--- src/rtl/core/lmrm_pkg.sv ---
// Shared types and constants for the landmark merge running-mean block.
// Used by lmrm_ctrl, lmrm_dp and landmark_merge_running_mean_top; no dependencies.
`timescale 1ns / 1ps
`default_nettype none
package lmrm_pkg;

	localparam int POS_W       = 32;
	localparam int QUAT_W      = 16;
	localparam int CNT_W       = 16;
	localparam int MD_W        = 24;
	localparam int IDX_W       = 4;
	localparam int NUM_W       = 49;
	localparam int MAG_W       = 48;
	localparam int DVS_W       = 17;
	localparam int LANES       = 7;
	localparam int NPOS        = 3;
	localparam int NQUAT       = 4;
	localparam int SQ_W        = 2 * MD_W;
	localparam int SUM_W       = SQ_W + 2;
	localparam int DIV_STEPS   = MAG_W;
	localparam int SCAN_TEST   = 4;
	localparam int MAX_RESULTS = 16;
	localparam int CTR_W       = 6;

	localparam logic [MD_W-1:0]  MD_RESET = 24'd19661;
	localparam logic [CNT_W-1:0] CNT_MAX  = 16'hFFFF;

	typedef enum logic [1:0] {
		OP_ADD   = 2'd0,
		OP_CLEAR = 2'd1,
		OP_DUMP  = 2'd2,
		OP_NONE  = 2'd3
	} op_t;

	typedef enum logic [1:0] {
		SRC_MERGE = 2'd0,
		SRC_NEW   = 2'd1,
		SRC_DROP  = 2'd2,
		SRC_DUMP  = 2'd3
	} src_t;

	typedef struct packed {
		logic [NPOS-1:0][POS_W-1:0]   pos;
		logic [NQUAT-1:0][QUAT_W-1:0] quat;
		logic [CNT_W-1:0]             cnt;
	} entry_t;

	typedef struct packed {
		logic load_pose;
		logic mul_load;
		logic div_init;
		logic div_step;
		logic mem_we;
		logic emit;
		src_t src;
		logic last;
	} cmd_t;

	typedef struct packed {
		logic match;
	} stat_t;

endpackage
`default_nettype wire

--- src/rtl/core/lmrm_ctrl.sv ---
// Controller state machine: scans, merges, appends and dumps table entries, and clears the fill level.
// Depends on lmrm_pkg; drives lmrm_dp through cmd_t and reads stat_t.
`timescale 1ns / 1ps
`default_nettype none
module lmrm_ctrl #(
	parameter int TABLE_DEPTH = 16,
	parameter int FILL_W      = 5
) (
	input  wire                   clk,
	input  wire                   arst_n,
	input  wire                   start,
	input  wire  [1:0]            operation,
	input  lmrm_pkg::stat_t       stat,
	output logic                  busy,
	output lmrm_pkg::cmd_t        cmd,
	output logic [FILL_W-1:0]     addr
);

	typedef enum logic [8:0] {
		ST_IDLE   = 9'b000000001,
		ST_SCAN   = 9'b000000010,
		ST_MUL    = 9'b000000100,
		ST_DINIT  = 9'b000001000,
		ST_DIV    = 9'b000010000,
		ST_WRM    = 9'b000100000,
		ST_APPEND = 9'b001000000,
		ST_DRD    = 9'b010000000,
		ST_DEM    = 9'b100000000
	} state_t;

	state_t                       state_q, state_d;
	logic [FILL_W-1:0]            idx_q, idx_d;
	logic [FILL_W-1:0]            fill_q, fill_d;
	logic [lmrm_pkg::CTR_W-1:0]   cnt_q, cnt_d;
	logic [FILL_W-1:0]            idx_inc;
	logic [FILL_W-1:0]            dump_end;
	logic                         dump_last;

	assign idx_inc   = idx_q + 1'b1;
	assign dump_end  = (8'(fill_q) > 8'(lmrm_pkg::MAX_RESULTS))
	                 ? FILL_W'(lmrm_pkg::MAX_RESULTS) : fill_q;
	assign dump_last = (idx_inc == dump_end);
	assign busy      = (state_q != ST_IDLE);
	assign addr      = idx_q;

	always_comb begin
		state_d = state_q;
		idx_d   = idx_q;
		fill_d  = fill_q;
		cnt_d   = cnt_q;
		cmd     = '0;
		cmd.src = lmrm_pkg::SRC_MERGE;
		case (state_q)
			ST_IDLE: begin
				if (start) begin
					cmd.load_pose = 1'b1;
					idx_d = '0;
					cnt_d = '0;
					case (lmrm_pkg::op_t'(operation))
						lmrm_pkg::OP_CLEAR: fill_d = '0;
						lmrm_pkg::OP_DUMP: begin
							if (fill_q != '0) state_d = ST_DRD;
						end
						lmrm_pkg::OP_ADD: begin
							state_d = (fill_q == '0) ? ST_APPEND : ST_SCAN;
						end
						default: state_d = ST_IDLE;
					endcase
				end
			end
			ST_SCAN: begin
				cnt_d = cnt_q + 1'b1;
				if (cnt_q == lmrm_pkg::CTR_W'(lmrm_pkg::SCAN_TEST)) begin
					cnt_d = '0;
					if (stat.match) begin
						state_d = ST_MUL;
					end else begin
						idx_d = idx_inc;
						if (idx_inc == fill_q) state_d = ST_APPEND;
					end
				end
			end
			ST_MUL: begin
				cmd.mul_load = 1'b1;
				state_d = ST_DINIT;
			end
			ST_DINIT: begin
				cmd.div_init = 1'b1;
				cnt_d = '0;
				state_d = ST_DIV;
			end
			ST_DIV: begin
				cmd.div_step = 1'b1;
				cnt_d = cnt_q + 1'b1;
				if (cnt_q == lmrm_pkg::CTR_W'(lmrm_pkg::DIV_STEPS - 1)) begin
					state_d = ST_WRM;
				end
			end
			ST_WRM: begin
				cmd.mem_we = 1'b1;
				cmd.emit   = 1'b1;
				cmd.last   = 1'b1;
				cmd.src    = lmrm_pkg::SRC_MERGE;
				state_d    = ST_IDLE;
			end
			ST_APPEND: begin
				cmd.emit = 1'b1;
				cmd.last = 1'b1;
				if (fill_q == FILL_W'(TABLE_DEPTH)) begin
					cmd.src = lmrm_pkg::SRC_DROP;
				end else begin
					cmd.src    = lmrm_pkg::SRC_NEW;
					cmd.mem_we = 1'b1;
					fill_d     = fill_q + 1'b1;
				end
				state_d = ST_IDLE;
			end
			ST_DRD: begin
				state_d = ST_DEM;
			end
			ST_DEM: begin
				cmd.emit = 1'b1;
				cmd.src  = lmrm_pkg::SRC_DUMP;
				cmd.last = dump_last;
				idx_d    = idx_inc;
				state_d  = dump_last ? ST_IDLE : ST_DRD;
			end
			default: state_d = ST_IDLE;
		endcase
	end

	always_ff @(posedge clk or negedge arst_n) begin
		if (!arst_n) begin
			state_q <= ST_IDLE;
			idx_q   <= '0;
			fill_q  <= '0;
			cnt_q   <= '0;
		end else begin
			state_q <= state_d;
			idx_q   <= idx_d;
			fill_q  <= fill_d;
			cnt_q   <= cnt_d;
		end
	end

endmodule
`default_nettype wire
--- config.mk ---
export PLATFORM = sky130hd
export DESIGN_NAME = lmrm_ctrl
export DESIGN_NICKNAME = d
export VERILOG_FILES = /design/src/rtl/core/lmrm_pkg.sv /design/src/rtl/core/lmrm_ctrl.sv
export SDC_FILE = /design/constraint.sdc
export NUM_CORES = 1
export LEC_CHECK = 0
export BUFFER_PORTS_ARGS = -buffer_cell sky130_fd_sc_hd__buf_2
export CAP_MARGIN = 20
export CELL_PAD_IN_SITES_DETAIL_PLACEMENT = 1
export CELL_PAD_IN_SITES_GLOBAL_PLACEMENT = 2
export CORE_ASPECT_RATIO = 0.8
export CORE_MARGIN = 2
export CORE_UTILIZATION = 32
export DETAILED_ROUTE_END_ITERATION = 10
export HOLD_SLACK_MARGIN = 0.08
export PLACE_DENSITY_LB_ADDON = 0.1
export SLEW_MARGIN = 30
export SYNTH_ARGS = -nofsm -noshare
export SYNTH_HDL_FRONTEND = slang
export SYNTH_SLANG_ARGS = --single-unit
export TNS_END_PERCENT = 10
--- constraint.sdc ---
create_clock -name clk -period 2.5 [get_ports clk]
set_input_delay 0.125 -clock clk [delete_from_list [all_inputs] [get_ports clk]]
set_output_delay 0.125 -clock clk [all_outputs]
set_load 0.01 [all_outputs]
# After elaboration in Yosys (flattened, before gate mapping)
# Cells that the tools add are included.
# W data, S select, Z words.
# word_totals
word_cells	75
output_inout_bits	15
inputBits	6
regBits	25
# op_classes
n_mux	31
n_lt_le_gt_ge	1
reduce_logical	10
eq_ne	26
addsub	3
# ops
op	count
$pmux W9 S7	1
$mux W9	6
$mux W5	7
$pmux W9 S3	1
$pmux W6 S4	1
$pmux W5 S3	1
$mux W6	2
$ne A2 B2 Y1 const B	6
$pmux W4 S3	1
$add A5 B1 Y5 const B	2
$eq A5 B5 Y1	2
$pmux W5 S2	1
$eq A9 B1 Y1 const B	1
$eq A9 B2 Y1 const B	1
$eq A9 B3 Y1 const B	1
$eq A9 B4 Y1 const B	1
$eq A9 B5 Y1 const B	1
$eq A9 B6 Y1 const B	1
$eq A9 B7 Y1 const B	1
$eq A9 B8 Y1 const B	1
$eq A9 B9 Y1 const B	1
$ne A9 B1 Y1 const B	1
$mux W8	1
$reduce_and A4 Y1	2
other kinds (21)	27

# Longest topological paths before layout
# Gate-level depths: netlist of the first run.
# depth
word_depth	6
ltp_mapped	9
ltp_nobuf	7

# Least setup slack after synthesis of the first run
# Ideal clock, no wire load.
# synth_timing
path_type	register to register
from	register idx_q[0], in the netlist addr[0]
to	register state_q[1]
required_ns	2.375
path_buffers	1
stages_incl_launch_ff	8
path_slack_ns	0.046
t_arrival_ns	2.329
synth_period_minus_slack_ns	2.454
setup_time_ns	0.125
cell_sequence	dfrtp_1 > ha_1 > xnor2_1 > a2bb2oi_1 > a41oi_1 > or4_1 > buf_2 > mux2_4
# synth_between
elab_chain_len	4
# synth_rtl
element	line	text
from (decl)	lmrm_ctrl.sv:32	logic [FILL_W-1:0] idx_q, idx_d;
from (signal assigned)	lmrm_ctrl.sv:140	idx_q <= idx_d;
$add A5 B1 Y5	lmrm_ctrl.sv:39	assign idx_inc = idx_q + 1'b1;
$eq A5 B5 Y1	lmrm_ctrl.sv:79	if (idx_inc == fill_q) state_d = ST_APPEND;
$ne A3 B3 Y1 (no source line)	n/a	
$reduce_and A6 Y1 (no source line)	n/a	
to (signal assigned)	lmrm_ctrl.sv:139	state_q <= state_d;
to (decl)	lmrm_ctrl.sv:31	state_t state_q, state_d;
# Every way passes these cells.
# A chain may end at the register's enable or synchronous reset.

# Worst setup path in the final report of the first run
# layout_timing
from	register idx_q[1], in the netlist addr[1]
to	register state_q[1]
# The elaborated chain is that of the path after synthesis.

==> results of run 1 <==
-- flip-flops by register name (all words and copies together), names as in the netlist --
| signal | flops |
|---|---|
| state_q | 9 |
| addr | 5 |
| fill_q | 5 |
| cnt_q | 6 |
-- through the flow --
step           util [%]  total power [uW]
2_1_floorplan         -              1520
3_3_place_gp       37.5              1970
3_5_place_dp       37.5              1980
4_1_cts            38.9              2270
5_1_grt            40.2              2520
6_report           40.2              2320
-- per-layer routing --
| metal | part of all wire [%] | global-route usage [%] | vias up |
|---|---|---|---|
| met5 | 0 | 0 | - |
| met1 | 53 | 28.7 | 890 |
| met2 | 43 | 26.7 | 24 |
| li1 | - | - | 891 |
| met3 | 2.9 | 3.51 | 7 |
| met4 | 0.98 | 5.13 | 0 |
-- worst max-delay path, stage by stage (launching register included) --
cell	delay (ps)
dfrtp_1	430
ha_4	200
xnor2_4	150
buf_4	150
a211oi_2	200
a41oi_1	180
or4_1	680
mux2_4	340
-- placed cells by master (no fill, tap or decap), types with 5 or more instances in the layout --
| cell type | synthesis | routed |
|---|---|---|
| a21oi_1 | 8 | 8 |
| a22o_1 | 5 | 5 |
| buf_2 | 6 | 20 |
| buf_4 | 0 | 21 |
| dfrtp_1 | 24 | 22 |
| inv_1 | 16 | 16 |
| nand2_1 | 10 | 10 |
| nand2b_1 | 6 | 6 |
| nand3_1 | 12 | 12 |
| nand4_1 | 6 | 6 |
| nor2_1 | 23 | 23 |
| nor2b_1 | 6 | 6 |
| nor3_1 | 7 | 7 |
| nor4b_1 | 5 | 5 |
| o21ai_0 | 12 | 11 |
| xnor2_1 | 9 | 6 |
| xor2_1 | 5 | 5 |
-- worst max-delay path by stage --
| stage | endpoint | startpoint | cells past startpoint |
|---|---|---|---|
| 2_1_floorplan | state_q[1] | addr[0] | 7 |
| 3_3_place_gp | state_q[1] | addr[0] | 6 |
| 3_5_place_dp | state_q[1] | addr[0] | 6 |
| 4_1_cts | state_q[1] | addr[0] | 7 |
| 5_1_grt | cmd[0] | addr[1] | 7 |
| 6_report | state_q[1] | addr[1] | 7 |
-- cell families (layout without fill, tap and decap cells) --
| group | Yosys count | in the layout | synth area share (%) |
|---|---|---|---|
| multiplexers | 2 | 2 | 1.39 |
| adder cells (fa/ha/maj) | 5 | 5 | 3.31 |
| buffers and inverters | 28 | 62 | 5.96 |
| flip-flops | 25 | 25 | 33.2 |
| AO/OA/AOI/OAI | 51 | 51 | 19.6 |
| XOR/XNOR | 14 | 14 | 6.49 |
| AND/OR/NAND/NOR | 100 | 100 | 30.1 |
-- layout make-up --
class                           instances  share of cell area (%)
Clock buffer                            3                    1.77
Multi-Input combinational cell        172                    52.6
Tap cell                               81                    4.33
Timing Repair Buffer                   42                    11.4
Clock inverter                          1                   0.321
Inverter                               16                    2.57
Sequential cell                        25                    26.9
-- what timing repair did --
| action | CTS | global route |
|---|---|---|
| resized for setup | 3 | 13 |
| hold buffers | 1 | 0 |
| gates cloned | 0 | 0 |
| hold endpoints to repair | 24 | 0 |
| setup endpoints to repair | 2 | 4 |
| buffers inserted | 1 | 1 |
| pin swaps | 1 | 2 |
-- report_power, final --
group | internal [uW] | switching (uW)
sequential | 477 | 142
combinational | 617 | 822
clock | 114 | 153
total | 1210 | 1120
==> reports/metrics.yaml, run 1 <==
seq_area_um2: 629
synth-seq-cells: 25
synth_area_um2: 1890
synth_top_area_share_pct: 31.8
grt_pass1_vias: 1749
ioPinCount: 21
start_util_pct: 32.5
reg2reg_depth: 7
dp_hpwl_mm: 4.48
slew_headroom_pct: 42.1
antenna_found_initial: 0
synth_fp_nets: 236
cts_root_buf: "clkbuf_8"
period_minus_slack_ps: 2430
synthArstFlopShare_pct: 100
seq_area_frac_synth_pct: 33.2
fin_setup_tns_ps: 0
nNetsFinal: 271
syn2layout_area_growth_pct: 23.8
cts_sinks: 25
r2r-start: "addr[1]"
leakage_uw: 0.00107
critPathMaxFanout: 5
synth_common_cells: "dfrtp_1, nor2_1, inv_1"
synth_top_cell_by_area: "dfrtp_1"
syn_inst: 225
yosysMostFrequentCell: "dfrtp_1"
place_area_um2: 2180
drive_gt1_share_pct: 27.4
tightest_slew_ps: 866
fp.dieW_um: 89.9
grt_first_pass_wirelength_mm: 9.57
arrival_ps: 2610
instances_no_fill: 340
hold_end: "state_q[2]"
finalHoldViolCount: 0
outcome: "complete, no violations"
antenna_left: 0
start_kind: "flip-flop"
gp_congestion: 0.846
fp-row-count: 25
synth_area_leaders: "dfrtp_1, nor2_1, xnor2_1"
finalSetupViolations: 0
endpoint_kind: "flip-flop"
fin_skew_ps: 2.59
ys_types: 50
min_period_over_period_pct: 97.3
peakVddDrop_mv: 0.332
drt-total-wl_mm: 5.89
io_buffers: 20
cap_viol_max_count: 0
via_count: 1812
vias_per_cell: 5.33
die_area_um2: 6540
synthFlopType: "dfrtp_1"
whs_ps: 122
antenna_cells: 0
crit-reg2reg-capture: "state_q[1]"
hp-start: "stat"
die_y_um: 72.7
clock_path_buffers: 2
ys.warnings.count: 0
grt_overflow_total: 0
syn_area_per_cell_um2: 8.40
multi_input_area_um2: 1230
dp.cells: 333
track_usage_pct: 18.7
path_class: "reg -> reg"
clk_pin_slew_worst_paths_ps: 100
drt_first_pass_iters: 4
hold_depth: 3
preCtsSetupSlack_ps: -5.54
reg2reg_slack_ps: 70
slew_violations: 0
drt_iter0_drc: 52
critPathRequiredTime_ps: 2680
clk_latency_ps: 280
fill_cells: 711
hp-class: "in -> reg"
max_freq_ghz: 0.411
htreeDepth: 1
core_um2: 5820
cts_inserted_buffers: 3
design_area_um2: 2340
synth_edf_count: 0
grt_max_degree: 26
post_drt_wl_per_cell_um: 17.3
p_per_area_nw_per_um2: 994
drc: 0
setup_slack_ps: 67.6
tritoncts: "done"
(Power assumes the default switching activity.)
==> run 2: changes to the inputs <==
--- a/config.mk
+++ b/config.mk
@@ -10,11 +10,11 @@
 export CELL_PAD_IN_SITES_DETAIL_PLACEMENT = 1
 export CELL_PAD_IN_SITES_GLOBAL_PLACEMENT = 2
 export CORE_ASPECT_RATIO = 0.8
-export CORE_MARGIN = 2
+export CORE_MARGIN = 3
 export CORE_UTILIZATION = 32
 export DETAILED_ROUTE_END_ITERATION = 10
 export HOLD_SLACK_MARGIN = 0.08
-export PLACE_DENSITY_LB_ADDON = 0.1
+export PLACE_DENSITY = 0.87
 export SLEW_MARGIN = 30
 export SYNTH_ARGS = -nofsm -noshare
 export SYNTH_HDL_FRONTEND = slang
==> reports/metrics.yaml, run 2 (same netlist as run 1, synthesis figures left out) <==
outcome: "complete, no violations"
antenna_cells: 0  # unchanged
start_kind: "flip-flop"
clk_pin_slew_worst_paths_ps: 90  # about the same
fin_util_pct: 40.7  # +0.51 points
fin_skew_ps: 5.09  # +2.49 ps
fill_cells: 700  # -1.5%
core_um2: 5590  # -4.0%
leakage_uw: 0.00104  # -3.3%
top_register: "state_q"
grt_first_pass_wirelength_mm: 9.58  # about the same
whs_ps: 145  # +23.6 ps
crit-reg2reg-capture: "state_q[1]"
htreeDepth: 1  # unchanged
cts_root_buf: "clkbuf_8"
io_buffers: 20  # unchanged
finalSetupViolations: 0  # unchanged
mostFrequentLayoutCells: "dfrtp_1, nor2_1, buf_2"
cp_slowest_cell: "or4_4"
start_util_pct: 33.8  # +1.4 points
fp.dieW_um: 91.9  # +2.2%
ioPinCount: 21  # unchanged
antenna_found_initial: 0  # unchanged
worstPathCellList: "ha_4, xnor2_4, a2bb2oi_2, o2111ai_1, or4_4, o41ai_1, buf_2"
gr-usage-met1_pct: 27.0  # -1.7 points
max_freq_ghz: 0.420  # +2.2%
setup_slack_ps: 121  # +53.3 ps
reg2reg_slack_ps: 210  # +140 ps
clock_path_buffers: 2  # unchanged
gp_congestion: 0.840  # -0.65%
via_count: 1827  # +0.83%
post_drt_wl_per_cell_um: 16.9  # -2.4%
grt_overflow_total: 0  # unchanged
finalHoldViolCount: 0  # unchanged
fp-row-count: 24  # -4.0%
min_period_over_period_pct: 95.2  # -2.1 points
die_y_um: 74.7  # +2.8%
hp-class: "in -> reg"
peakVddDrop_mv: 0.501  # +51%
clk_latency_ps: 280  # about the same
nNetsFinal: 263  # -3.0%
p_per_area_nw_per_um2: 1020  # +2.5%
cap_viol_max_count: 0  # unchanged
drt-total-wl_mm: 5.57  # -5.5%
die_area_um2: 6870  # +5.0%
cts_inserted_buffers: 3  # unchanged
syn2layout_area_growth_pct: 20.3
antenna_left: 0  # unchanged
drt_iter0_drc: 117  # +130%
slew_headroom_pct: 60.2  # +18 points
drt_first_pass_iters: 4  # unchanged
grtUsageMet3_pct: 4.50  # +0.98 points
tightest_slew_ps: 598  # -268 ps
cpPeakStageDelay_ps: 520  # -160 ps
grtUsageMet2_pct: 25.4  # -1.3 points
reg2reg_depth: 6  # -1
vias_per_cell: 5.55  # +4.2%
endpoint_kind: "primary output"
mostFrequentLayoutCell: "dfrtp_1"
largestRegisters: "state_q (9), cnt_q (6)"
hold_end: "state_q[2]"
fin_setup_tns_ps: 0  # unchanged
slew_violations: 0  # unchanged
tritoncts: "done"
drc: 0  # unchanged
crit_family: "simple AND/OR/NAND/NOR gates"
hp-start: "stat"
period_minus_slack_ps: 2380  # -53.3 ps
path_buf_inv: 1  # unchanged
critPathRequiredTime_ps: 2380  # -300 ps
critPathMaxFanout: 4  # -1
preCtsSetupSlack_ps: -9.83  # -4.29 ps
drive_gt1_share_pct: 24.7  # -2.7 points
p_total_uw: 2320  # -0.36%
path_class: "reg -> out"
dp_hpwl_mm: 4.33  # -3.4%
seq_area_um2: 628  # -0.20%
hold_depth: 3  # unchanged
largest_reg_flops: 9  # unchanged
grt_max_degree: 26  # unchanged
multi_input_area_um2: 1230  # +0.30%
gr-max-usage-layer: "met1"
r2r-start: "addr[1]"
grt_pass1_vias: 1775  # +1.5%
track_usage_pct: 17.6  # -1.0 points
cts_sinks: 25  # unchanged
arrival_ps: 2250  # -360 ps
[run 2: layer usage]
metal	vias up	part of all wire [%]
met3	4	5.5
met4	0	0.52
met1	905	54
met2	44	40
li1	874	-
met5	-	0
[run 2: how the worst max path moves through the flow]
stage | startpoint | to | slack [ps] | depth (start not counted)
finish | addr[1] | cmd[0] | 120 | 7
global route | addr[1] | cmd[0] | -10 | 7
CTS | addr[1] | cmd[0] | 10 | 7
detailed placement | addr[1] | state_q[1] | -10 | 6
global placement | addr[1] | state_q[1] | 90 | 6
floorplan | addr[0] | state_q[1] | 50 | 7
[run 2: per-stage QoR]
step / instance area (um2) / cells
3_5_place_dp: 2120 / 323
3_3_place_gp: 2120 / 323
2_1_floorplan: 1890 / 225
5_1_grt: 2270 / 329
6_report: 2270 / 329
4_1_cts: 2200 / 328
[run 2: power by group]
group,internal (uW),total (uW),switching [uW]
Combinational,628,1430,802
Sequential,477,635,158
Clock,114,251,136
Total,1220,2320,1100
[run 2: final cells by class]
type | instances | area share, %
inverters | 16 | 2.64
well taps | 78 | 4.29
repair buffers | 34 | 9.14
multi-input cells | 172 | 54.3
clock buffers | 4 | 1.98
flip-flops and latches | 25 | 27.6
[run 2: tightest hold or removal path, delay by kind of cell]
family	cells	cell delay (ps)
and+or+nand+nor	1	60
buffers and inverters	2	190
[run 2: what timing repair did]
action / CTS / global route
hold endpoints to repair: 24 / 0
setup endpoints to repair: 2 / 4
resized for setup: 4 / 13
pin swaps: 1 / 1
hold buffers: 1 / 0
setup buffers: 0 / 1
